==> src/sv/tmnf_pkg.sv <==
// Shared widths, constants and helpers of the two-missing-numbers finder.
// No dependencies; used by the top level and its checker.
package tmnf_pkg;

    localparam int MAX_N_DEFAULT = 1024;

    // field and bus widths
    localparam int VALUE_W   = 11;
    localparam int S_TDATA_W = 16;   // value, padded to two bytes
    localparam int M_TDATA_W = 24;   // larger, smaller, padded to three bytes
    localparam logic [VALUE_W-1:0] MAX_VALUE_RESET = 11'd1024;
    localparam logic [VALUE_W-1:0] N_FLOOR         = 11'd3;

    // accumulators (wrap at these widths)
    localparam int SUM_W = 20;
    localparam int SQ_W  = 29;

    // finish datapath
    localparam int FAC_W    = 12;    // n + 1, 2n + 1
    localparam int PROD_W   = 23;    // n(n+1)/2 class products
    localparam int EXPSQ_W  = 33;    // sum of squares 1..n, n <= 2047
    localparam int SQGAP_W  = 34;
    localparam int SUMGAP_W = 23;
    localparam int GSQ_W    = 45;
    localparam int RADF_W   = 47;
    localparam int RAD_W    = 34;
    localparam int ROOT_W   = RAD_W / 2;
    localparam int REM_W    = ROOT_W + 2;

    // exact-enough divide by three: floor(x * 2731 / 8192)
    localparam int RECIP3       = 2731;
    localparam int RECIP3_SHIFT = 13;
    localparam int DIV3_W       = FAC_W + RECIP3_SHIFT;

    function automatic logic [FAC_W-1:0] div3(input logic [FAC_W-1:0] x);
        logic [DIV3_W-1:0] p;
        p = DIV3_W'(x) * DIV3_W'(RECIP3);
        return FAC_W'(p >> RECIP3_SHIFT);
    endfunction

endpackage

==> src/sv/two_missing_numbers_finder_unit.sv <==
// Two-missing-numbers finder: streaming top level with accumulators, finish
// sequencer and a two-bits-per-cycle square root. Depends on tmnf_pkg.
//
// The block takes the n-2 distinct values of 1..n that are present, one per
// s_ request, with n held in max_value (cfg port, clamped to [3, MAX_N]).
// While a set fills, one value is taken every cycle: a narrow 11x11 square
// feeds the running sum and sum of squares. The request that completes a set
// starts a finish sequence during which s_tready is low:
// seven single-multiply arithmetic steps (n mod 3, exact divide by three,
// two products for the expected sum of squares, expected sum and its gap,
// square of the sum gap, clamped radicand), then the digit-serial square
// root (two radicand bits in, one root bit out per cycle), then a final step
// that loads the result register. That step also waits while a
// previous result is still untaken. Results sit in an output register, so a
// new set is accepted while a result waits on m_tready. The sums wrap at 20
// and 29 bits; a set that breaks the distinct-values promise still yields a
// deterministic but meaningless pair. No memory, no clearing pass.
module two_missing_numbers_finder_unit #(
    parameter int MAX_N = tmnf_pkg::MAX_N_DEFAULT
) (
    input  logic                           aclk,
    input  logic                           aresetn,
    // config: max_value [10:0]
    input  logic                           cfg_valid,
    output logic                           cfg_ready,
    input  logic [tmnf_pkg::VALUE_W-1:0]   cfg_data,
    // s_tdata: value [10:0], zero pad [15:11]
    input  logic                           s_tvalid,
    output logic                           s_tready,
    input  logic [tmnf_pkg::S_TDATA_W-1:0] s_tdata,
    // m_tdata: larger_missing [10:0], smaller_missing [21:11], zero pad [23:22]
    output logic                           m_tvalid,
    input  logic                           m_tready,
    output logic [tmnf_pkg::M_TDATA_W-1:0] m_tdata
);

    localparam int VW = tmnf_pkg::VALUE_W;

    // largest n the 11-bit register can reach under MAX_N
    localparam int N_CAP_INT = (MAX_N < 2047) ? MAX_N : 2047;
    localparam logic [VW-1:0] N_CAP = VW'(N_CAP_INT);
    // count stays below n-2
    localparam int CNT_W = $clog2(N_CAP_INT - 1);
    localparam int CMP_W = VW + 1;
    localparam int ITER_W = $clog2(tmnf_pkg::ROOT_W);
    localparam logic [ITER_W-1:0] ITER_LAST = ITER_W'(tmnf_pkg::ROOT_W - 1);

    typedef enum logic [3:0] {
        ST_ACC,
        ST_MOD,
        ST_DIV,
        ST_PROD,
        ST_EXPSQ,
        ST_EXPSUM,
        ST_GSQ,
        ST_RAD,
        ST_ROOT,
        ST_OUT
    } state_t;

    // control
    state_t                          state_reg;
    logic [VW-1:0]                   max_value_reg;
    logic [CNT_W-1:0]                count_reg;
    logic [tmnf_pkg::SUM_W-1:0]      sum_reg;
    logic [tmnf_pkg::SQ_W-1:0]       sq_reg;
    logic [ITER_W-1:0]               iter_reg;
    logic                            m_tvalid_reg;

    // finish payload
    logic [VW-1:0]                   n_reg;
    logic [tmnf_pkg::SUM_W-1:0]      sum_snap_reg;
    logic [tmnf_pkg::SQ_W-1:0]       sq_snap_reg;
    logic [1:0]                      mod3_reg;
    logic [tmnf_pkg::FAC_W-1:0]      fa_reg, fb_reg, fc_reg;
    logic [tmnf_pkg::PROD_W-1:0]     half_prod_reg;
    logic [tmnf_pkg::SQGAP_W-1:0]    sq_gap_reg;
    logic [tmnf_pkg::SUMGAP_W-1:0]   sum_gap_reg;
    logic [tmnf_pkg::GSQ_W-1:0]      gsq_reg;
    logic [tmnf_pkg::RAD_W-1:0]      rad_reg;
    logic [tmnf_pkg::REM_W-1:0]      rem_reg;
    logic [tmnf_pkg::ROOT_W-1:0]     root_reg;
    logic [tmnf_pkg::M_TDATA_W-1:0]  m_tdata_reg;

    // accumulate path
    logic                            s_acc;
    logic [VW-1:0]                   in_value;
    logic [2*VW-1:0]                 in_square;
    logic [VW-1:0]                   n_eff;
    logic [VW-1:0]                   target;
    logic [CMP_W-1:0]                cnt_inc;
    logic                            set_done;
    logic [tmnf_pkg::SUM_W-1:0]      sum_next;
    logic [tmnf_pkg::SQ_W-1:0]       sq_next;

    // finish path
    logic [tmnf_pkg::FAC_W-1:0]      n_ext, n_plus1, n_twice1;
    logic [tmnf_pkg::FAC_W-1:0]      n_third;
    logic [tmnf_pkg::FAC_W-1:0]      mod3_full;
    logic [tmnf_pkg::FAC_W-1:0]      div_in, div_out;
    logic [2*tmnf_pkg::FAC_W-1:0]    fab_prod;
    logic [tmnf_pkg::PROD_W+tmnf_pkg::FAC_W-1:0] expsq_full;
    logic [2*tmnf_pkg::FAC_W-1:0]    nn1_prod;
    logic signed [2*tmnf_pkg::SUMGAP_W-1:0] gsq_full;
    logic signed [tmnf_pkg::RADF_W-1:0]     rad_full;
    logic [tmnf_pkg::REM_W+1:0]      rem_try, root_trial;
    logic                            root_bit;
    logic signed [tmnf_pkg::SUMGAP_W:0]     gap_plus_diff;
    logic signed [tmnf_pkg::SUMGAP_W:0]     larger_full, smaller_full;
    logic                            out_free;

    assign cfg_ready = 1'b1;
    assign s_tready  = (state_reg == ST_ACC);
    assign s_acc     = s_tvalid && s_tready;
    assign m_tvalid  = m_tvalid_reg;
    assign m_tdata   = m_tdata_reg;
    assign out_free  = !m_tvalid_reg || m_tready;

    // ---- accumulate ----
    always_comb begin
        in_value  = s_tdata[VW-1:0];
        in_square = (2*VW)'(in_value) * (2*VW)'(in_value);
        if (max_value_reg < tmnf_pkg::N_FLOOR) begin
            n_eff = tmnf_pkg::N_FLOOR;
        end else if (max_value_reg > N_CAP) begin
            n_eff = N_CAP;
        end else begin
            n_eff = max_value_reg;
        end
        target   = n_eff - VW'(2);
        cnt_inc  = CMP_W'(count_reg) + CMP_W'(1);
        set_done = (cnt_inc >= CMP_W'(target));
        sum_next = sum_reg + tmnf_pkg::SUM_W'(in_value);
        sq_next  = sq_reg + tmnf_pkg::SQ_W'(in_square);
    end

    // ---- finish arithmetic, one multiply per step ----
    always_comb begin
        n_ext     = tmnf_pkg::FAC_W'(n_reg);
        n_plus1   = n_ext + tmnf_pkg::FAC_W'(1);
        n_twice1  = {n_ext[tmnf_pkg::FAC_W-2:0], 1'b1};
        n_third   = tmnf_pkg::div3(n_ext);
        mod3_full = n_ext - {n_third[tmnf_pkg::FAC_W-2:0], 1'b0} - n_third;

        // the factor that three divides: n, 2n+1 or n+1 for n mod 3 = 0, 1, 2
        case (mod3_reg)
            2'd0:    div_in = n_ext;
            2'd1:    div_in = n_twice1;
            default: div_in = n_plus1;
        endcase
        div_out = tmnf_pkg::div3(div_in);

        fab_prod   = (2*tmnf_pkg::FAC_W)'(fa_reg) * (2*tmnf_pkg::FAC_W)'(fb_reg);
        expsq_full = (tmnf_pkg::PROD_W+tmnf_pkg::FAC_W)'(half_prod_reg)
                   * (tmnf_pkg::PROD_W+tmnf_pkg::FAC_W)'(fc_reg);
        nn1_prod   = (2*tmnf_pkg::FAC_W)'(n_ext) * (2*tmnf_pkg::FAC_W)'(n_plus1);

        gsq_full = $signed(sum_gap_reg) * $signed(sum_gap_reg);
        rad_full = (tmnf_pkg::RADF_W'($signed(sq_gap_reg)) <<< 1)
                 - $signed({2'b00, gsq_reg});

        // one root digit: bring down two radicand bits, try root*4+1
        rem_try    = {rem_reg, rad_reg[tmnf_pkg::RAD_W-1 -: 2]};
        root_trial = (tmnf_pkg::REM_W+2)'({root_reg, 2'b01});
        root_bit   = (rem_try >= root_trial);

        // (gap + root) / 2 truncated toward zero
        gap_plus_diff = (tmnf_pkg::SUMGAP_W+1)'($signed(sum_gap_reg))
                      + $signed({2'b00, root_reg});
        larger_full   = (gap_plus_diff
                        + $signed({{tmnf_pkg::SUMGAP_W{1'b0}},
                                   gap_plus_diff[tmnf_pkg::SUMGAP_W] & gap_plus_diff[0]}))
                        >>> 1;
        smaller_full  = (tmnf_pkg::SUMGAP_W+1)'($signed(sum_gap_reg)) - larger_full;
    end

    always_ff @(posedge aclk) begin
        if (!aresetn) begin
            state_reg     <= ST_ACC;
            max_value_reg <= tmnf_pkg::MAX_VALUE_RESET;
            count_reg     <= '0;
            sum_reg       <= '0;
            sq_reg        <= '0;
            iter_reg      <= '0;
            m_tvalid_reg  <= 1'b0;
        end else begin
            if (cfg_valid) begin
                max_value_reg <= cfg_data;
            end
            // in ST_OUT the result load below owns m_tvalid_reg
            if (m_tvalid_reg && m_tready && (state_reg != ST_OUT)) begin
                m_tvalid_reg <= 1'b0;
            end

            unique case (state_reg)
                ST_ACC: begin
                    if (s_acc) begin
                        if (set_done) begin
                            // snapshot and clear for the next set
                            n_reg        <= n_eff;
                            sum_snap_reg <= sum_next;
                            sq_snap_reg  <= sq_next;
                            count_reg    <= '0;
                            sum_reg      <= '0;
                            sq_reg       <= '0;
                            state_reg    <= ST_MOD;
                        end else begin
                            count_reg <= cnt_inc[CNT_W-1:0];
                            sum_reg   <= sum_next;
                            sq_reg    <= sq_next;
                        end
                    end
                end
                ST_MOD: begin
                    mod3_reg  <= mod3_full[1:0];
                    state_reg <= ST_DIV;
                end
                ST_DIV: begin
                    fa_reg <= (mod3_reg == 2'd0) ? div_out : n_ext;
                    fb_reg <= (mod3_reg == 2'd2) ? div_out : n_plus1;
                    fc_reg <= (mod3_reg == 2'd1) ? div_out : n_twice1;
                    state_reg <= ST_PROD;
                end
                ST_PROD: begin
                    // product of the first two factors is even
                    half_prod_reg <= fab_prod[tmnf_pkg::PROD_W:1];
                    state_reg     <= ST_EXPSQ;
                end
                ST_EXPSQ: begin
                    sq_gap_reg <= tmnf_pkg::SQGAP_W'(expsq_full[tmnf_pkg::EXPSQ_W-1:0])
                                - tmnf_pkg::SQGAP_W'(sq_snap_reg);
                    state_reg  <= ST_EXPSUM;
                end
                ST_EXPSUM: begin
                    sum_gap_reg <= nn1_prod[tmnf_pkg::SUMGAP_W:1]
                                 - tmnf_pkg::SUMGAP_W'(sum_snap_reg);
                    state_reg   <= ST_GSQ;
                end
                ST_GSQ: begin
                    gsq_reg   <= gsq_full[tmnf_pkg::GSQ_W-1:0];
                    state_reg <= ST_RAD;
                end
                ST_RAD: begin
                    rad_reg   <= rad_full[tmnf_pkg::RADF_W-1] ? '0
                                 : rad_full[tmnf_pkg::RAD_W-1:0];
                    rem_reg   <= '0;
                    root_reg  <= '0;
                    iter_reg  <= '0;
                    state_reg <= ST_ROOT;
                end
                ST_ROOT: begin
                    rem_reg  <= root_bit ? tmnf_pkg::REM_W'(rem_try - root_trial)
                                         : tmnf_pkg::REM_W'(rem_try);
                    root_reg <= {root_reg[tmnf_pkg::ROOT_W-2:0], root_bit};
                    rad_reg  <= {rad_reg[tmnf_pkg::RAD_W-3:0], 2'b00};
                    iter_reg <= iter_reg + ITER_W'(1);
                    if (iter_reg == ITER_LAST) begin
                        state_reg <= ST_OUT;
                    end
                end
                ST_OUT: begin
                    if (out_free) begin
                        m_tdata_reg  <= {2'b00, smaller_full[VW-1:0], larger_full[VW-1:0]};
                        m_tvalid_reg <= 1'b1;
                        state_reg    <= ST_ACC;
                    end
                end
                default: begin
                    state_reg <= ST_ACC;
                end
            endcase
        end
    end

endmodule

==> config.mk <==
export PLATFORM = sky130hd
export DESIGN_NAME = two_missing_numbers_finder_unit
export DESIGN_NICKNAME = d
export VERILOG_FILES = /design/src/sv/tmnf_pkg.sv /design/src/sv/two_missing_numbers_finder_unit.sv
export SDC_FILE = /design/constraint.sdc
export NUM_CORES = 2
export LEC_CHECK = 0
export ABC_AREA = 1
export BUFFER_PORTS_ARGS = -buffer_cell sky130_fd_sc_hd__buf_2
export CORE_MARGIN = 2
export CORE_UTILIZATION = 40
export CTS_CLUSTER_DIAMETER = 60
export DETAILED_ROUTE_END_ITERATION = 10
export REMOVE_ABC_BUFFERS = 1
export SYNTH_ARGS = -nofsm -noshare
export SYNTH_HDL_FRONTEND = slang
export SYNTH_SLANG_ARGS = --single-unit
==> constraint.sdc <==
create_clock -name aclk -period 8.1 [get_ports aclk]
set_clock_uncertainty 0.1 [all_clocks]
set_input_delay 0.405 -clock aclk [delete_from_list [all_inputs] [get_ports aclk]]
set_output_delay 0.405 -clock aclk [all_outputs]
set_load 0.05 [all_outputs]
# --- Yosys cells after proc, flatten, opt, wreduce, memory -nomap -nowiden ---
# Index checks and enable logic that the tools add are counted.
# W data, S select, Z words.
totals:
  romBits: 0
  latch_bits: 0
  register_bits: 395
  mem_bits_rw: 0
  input_bits: 32
  mem_count: 0
classes:
  n_eq_ne: 17
  bitwise: 1
  multipliers: 7
  muxes: 23
  addsub: 15
  n_div: 0
  order_cmp: 4
  reduce_logical: 19
  n_shift: 0
op_table:
  columns: ["operator", "n"]
  rows:
  - ["$pmux W34 S2", 1]
  - ["$mux W11", 5]
  - ["$sub A35 B46 Y47", 1]
  - ["$mul A23 B23 Y45", 1]
  - ["$pmux W4 S10", 1]
  - ["$pmux W19 S2", 1]
  - ["$mux W34", 1]
  - ["$pmux W17 S2", 1]
  - ["$sub A33 B29 Y34", 1]
  - ["$mul A23 B12 Y33", 1]
  - ["$add A29 B22 Y29", 1]
  - ["$mux W29", 1]
  - ["$add A23 B18 Y24", 1]
  - ["$mul A12 B12 Y24", 1]
  - ["$mul A12 B12 Y24 const B", 1]
  - ["$pmux W12 S2", 1]
  - ["$mul A11 B12 Y23", 1]
  - ["$sub A22 B20 Y23", 1]
  - ["$mul A11 B11 Y22", 1]
  - ["$ge A21 B19 Y1", 1]
  - ["$add A20 B11 Y20", 1]
  - ["$mux W20", 1]
  - ["$mux W19", 1]
  - ["$sub A19 B19 Y19", 1]
  - ["other kinds (35)", 58]

# --- Depth between registers and ports, before layout ---
depth:
  depth_word: 8
  mapped_depth: 39
  ltp_nobuf: 38

# --- Least setup slack after synthesis ---
# Ideal clock, no wire load.
synth_path:
  kind: "register to register"
  startpoint: "reg max_value_reg[3]"
  endpoint: "reg n_reg[0] (enable)"
  path_slack_ns: 0.928
  n_path_buf: 0
  required_ns: 7.448
  setup_time_ns: 0.552
  path_stages_with_launch: 21
  t_arrival_ns: 6.521
  path_cell_list: "dfxtp_1 > inv_1 > nand2_1 > nor4_1 > nand2_1 > nand2_1 > inv_1 > nor2_1 > inv_1 > ha_1 > nand3_1 > nor2_1 > nand2_1 > xor2_1 > ha_1 > nand2_1 > o21a_1 > and2_1 > nand3_1 > inv_1 > nor3_1"
synth_via:
  elab_chain_len: 6
synth_lines:
  columns: ["element", "line", "rtl"]
  rows:
  - ["start, declared", "two_missing_numbers_finder_unit.sv:63", "logic [VW-1:0] max_value_reg;"]
  - ["start signal, assigned", "two_missing_numbers_finder_unit.sv:180", "max_value_reg <= tmnf_pkg::MAX_VALUE_RESET;"]
  - ["start signal, assigned", "two_missing_numbers_finder_unit.sv:188", "max_value_reg <= cfg_data;"]
  - ["$gt A11 B11 Y1", "two_missing_numbers_finder_unit.sv:125", "end else if (max_value_reg > N_CAP) begin"]
  - ["$mux W11", "two_missing_numbers_finder_unit.sv:125", null]
  - ["$mux W11 *", "two_missing_numbers_finder_unit.sv:123", "if (max_value_reg < tmnf_pkg::N_FLOOR) begin"]
  - ["net n_eff[2]", "two_missing_numbers_finder_unit.sv:89", "logic [VW-1:0] n_eff;"]
  - ["$sub A11 B2 Y11 *", "two_missing_numbers_finder_unit.sv:130", "target = n_eff - VW'(2);"]
  - ["$ge A11 B11 Y1 *", "two_missing_numbers_finder_unit.sv:132", "set_done = (cnt_inc >= CMP_W'(target));"]
  - ["$reduce_and A4 Y1 (no line) *", null, null]
  - ["end signal, assigned", "two_missing_numbers_finder_unit.sv:200", "n_reg <= n_eff;"]
  - ["end, declared", "two_missing_numbers_finder_unit.sv:71", "logic [VW-1:0] n_reg;"]
# Mark *: on every way through the listed nets, which the timed path passes. The rest lies on a longest branch.
# A chain may end at the register's enable or synchronous reset.

# --- Worst setup path after layout ---
layout_path:
  startpoint: "reg n_reg[3]"
  endpoint: "reg sum_gap_reg[22] in the netlist's numbering, data pin"
layout_via:
  elab_chain_len: 3
layout_lines:
  columns: ["element", "line", "rtl"]
  rows:
  - ["$add A11 B1 Y12", "two_missing_numbers_finder_unit.sv:140", "n_plus1 = n_ext + tmnf_pkg::FAC_W'(1);"]
  - ["$mul A11 B12 Y23 *", "two_missing_numbers_finder_unit.sv:156", "nn1_prod = (2*tmnf_pkg::FAC_W)'(n_ext) * (2*tmnf_pkg::FAC_W)'(n_plus1);"]
  - ["$sub A22 B20 Y23 *", "two_missing_numbers_finder_unit.sv:236", "- tmnf_pkg::SUMGAP_W'(sum_snap_reg);"]
  - ["end signal, assigned", "two_missing_numbers_finder_unit.sv:235", "sum_gap_reg <= nn1_prod[tmnf_pkg::SUMGAP_W:1]"]
  - ["end, declared", "two_missing_numbers_finder_unit.sv:78", "logic [tmnf_pkg::SUMGAP_W-1:0] sum_gap_reg;"]
# Every way passes the cells marked *; elsewhere a longest branch is shown, timed or not.

==> results.tsv <==
metric	value	unit
status	finished clean	
gr usage total	20.9	%
sw frac	38.2	%
Max Cap Viol	0	
leakage power	38.7	nW
DIE HEIGHT	415	µm
clk slew on worst S/H paths	0.06	ns
most frequent cells in the layout	inv_1 (2077), nand2_1 (1910), fa_1 (1056), ha_1 (669), nor2_1 (492)	
Vias	52200	
Buf/Inv on CP	6	
CTS tree	built	
Chip Width	415	µm
max FFs per register	44	
Comb power frac	34.4	%
Via density	4.93	
worst skew pair latency	0.70	ns
root buf cell	clkbuf_16	
Synth Area per Inst	8.12	µm²
largest net degree at the start of global routing	71	
CP endpoint kind	flop	
number of synthesis warnings	0	
CP dominant cell by count	nand2_1	
number of flops mapped to enable cells by yosys	313	
FP Rows	150	
layout cells sized above 1	3.67	%
CP startpoint kind	flop	
I/O Buffers	50	
initial antenna violation count	3	
overall power	7.30	mW
Placed Cells incl. Taps	10500	
Worst EP required	8.46	ns
Layout Cells excl Fill	10600	
post-synthesis sequential area ratio	16.3	%
Net Sw Power	2.79	mW
critical-path maximum fanout	7	
fin crit period	7.57	ns
RSZ-0062 raised after global routing	no	
#FFs+latches synth	393	
post-layout util	43.3	%
Worst slew margin	27.7	%
async set-reset flop share out of synthesis	0	%
multi-input logic area	47900	µm²
final layout net count	10100	
Num CTS Buffers	55	
detailed-route wire length	179000	µm
Int Power	4.51	mW
WS Path Type	reg2reg	
synth unique cells	62	
commonest non-fill, non-tap cell in the layout	inv_1	
first-pass GRT wire length	289000	µm
first-iteration detailed-routing DRC count	3296	
CTS H-tree lvls	2	
clock sinks	393	
Max stage delay on crit path	0.52	ns
Antenna Nets Post-Route	0	
Fmax	0.132	GHz
commonest register cell after synthesis	edfxtp_1	
Fill cells	16900	
RePlAce Congestion	0.935	
Syn Inst Count	8311	
Core Footprint	167000	µm²
vias in the first global route	54200	
I/O Pins	59	
PostCTS Resize Cnt	0	
Max Slew Vio Count	0	
Mapped Area	67500	µm²
die footprint	172000	µm²
Area growth syn-to-layout	7.46	%
wire per inst	16.9	µm
first-pass detailed-route iteration total	6	
Hold WC Path Type	in2reg	
Slew @ Worst Pin	1.08	ns
arrival time at the worst endpoint	7.93	ns
Post-DP HPWL	151000	µm
Final period util	93.4	%
cell family with most CP delay	adder cells	
Starting Density	40.3	%
Final setup viols	0	
Clock power frac	33.6	%
pwr dens	101	nW/µm²
register area	11000	µm²
final setup TNS	0	ns
Crit-path slowest cell	fa_1	
Final Hold Fails	0	
DRC	0	
Longest Clk Path Bufs	3	
share of power burned in registers	32.1	%
gr ovfl total	0	
Peak VDD IR	0.320	mV
synth_stat cells, drive strengths merged (10+ instances only):
cell | number | share of area [%]
a21boi | 10 | 0.11
a21o | 46 | 0.51
a21oi | 400 | 3.0
a31oi | 29 | 0.27
and2 | 10 | 0.093
and3 | 12 | 0.11
buf | 26 | 0.25
clkbuf | 167 | 0.93
dfxtp | 80 | 2.4
edfxtp | 313 | 14
fa | 1056 | 31
ha | 669 | 12
inv | 2083 | 12
nand2 | 1918 | 11
nand3 | 240 | 1.8
nand3b | 24 | 0.27
nand4 | 54 | 0.50
nor2 | 507 | 2.9
nor3 | 43 | 0.33
nor4 | 19 | 0.18
o21ai | 229 | 1.8
o21bai | 30 | 0.33
or2 | 10 | 0.093
xnor2 | 105 | 1.4
xor2 | 175 | 2.3
path summary, 6_finish.rpt:
path               from         endpoint  slack (ns)  depth (start not counted)
max            n_reg[3]  sum_gap_reg[22]        0.53                         32
min            m_tready         m_tvalid        0.07                          4
max reg2reg    n_reg[3]  sum_gap_reg[22]        0.53                         32
min reg2reg  sq_reg[20]       sq_reg[20]        0.37                          2
what timing repair did:
action	4_1_cts	5_1_grt
buffers inserted	0	3
hold buffers	18	0
hold endpoints to repair	13	0
setup endpoints to repair	0	1
layer usage:
| metal | vias to the layer above | share of wire (%) | global-route usage (%) |
|---|---|---|---|
| met2 | 1164 | 49 | 36.5 |
| met4 | 2 | 3.1 | 6.09 |
| met5 | - | 0.011 | 0 |
| met1 | 25600 | 44 | 27.6 |
| li1 | 25200 | - | - |
| met3 | 229 | 4.2 | 2.02 |
worst register-to-register path: cells and delay by family, from the launching register on:
kind	cells	cell delay, ns
AO/OA/AOI/OAI	3	0.55
XOR/XNOR	1	0.17
adder cells (fa/ha/maj)	9	3.83
buffers and inverters	6	0.56
flip-flops	1	0.48
AND/OR/NAND/NOR	13	1.64
metrics by stage:
stage                     area (µm²)  worst slack (ns)  hold slack, ns
after floorplan                66700             0.928           0.345
after global placement         70500             0.629           0.355
after detailed placement       70500             0.562           0.360
after CTS                      72500             0.483          0.0431
after global routing           72500            0.0680          0.0694
final                          72500             0.533          0.0719
power by group through the flow:
stage | Clock [mW] | Sequential, mW | Combinational (mW)
final | 2.45 | 2.34 | 2.51
after global placement | 0 | 2.38 | 2.43
after floorplan | 0 | 2.37 | 1.72
after global routing | 2.59 | 2.35 | 2.85
after CTS | 2.51 | 2.34 | 2.47
after detailed placement | 0 | 2.38 | 2.44
kinds of logic after synthesis:
logic type	count (synthesis)	share of synthesized area [%]
simple gates	2841	17.0
buf+inv	2282	12.8
fa+ha+maj	1725	43.7
compound gates	788	6.50
flops	393	16.3
xor+xnor	280	3.63
other cells	2	0.0111
cell type report:
cell class | instances | share of cell area (%)
Clock inverter | 38 | 0.566
Clock buffer | 66 | 1.98
Timing Repair Buffer | 159 | 1.61
Tap cell | 2204 | 3.80
Multi-Input combinational cell | 5638 | 66.1
Inverter | 2089 | 10.8
Sequential cell | 393 | 15.2
Antenna cell | 1 | 0.00345
No activity file was read; power rests on OpenSTA's default activity.
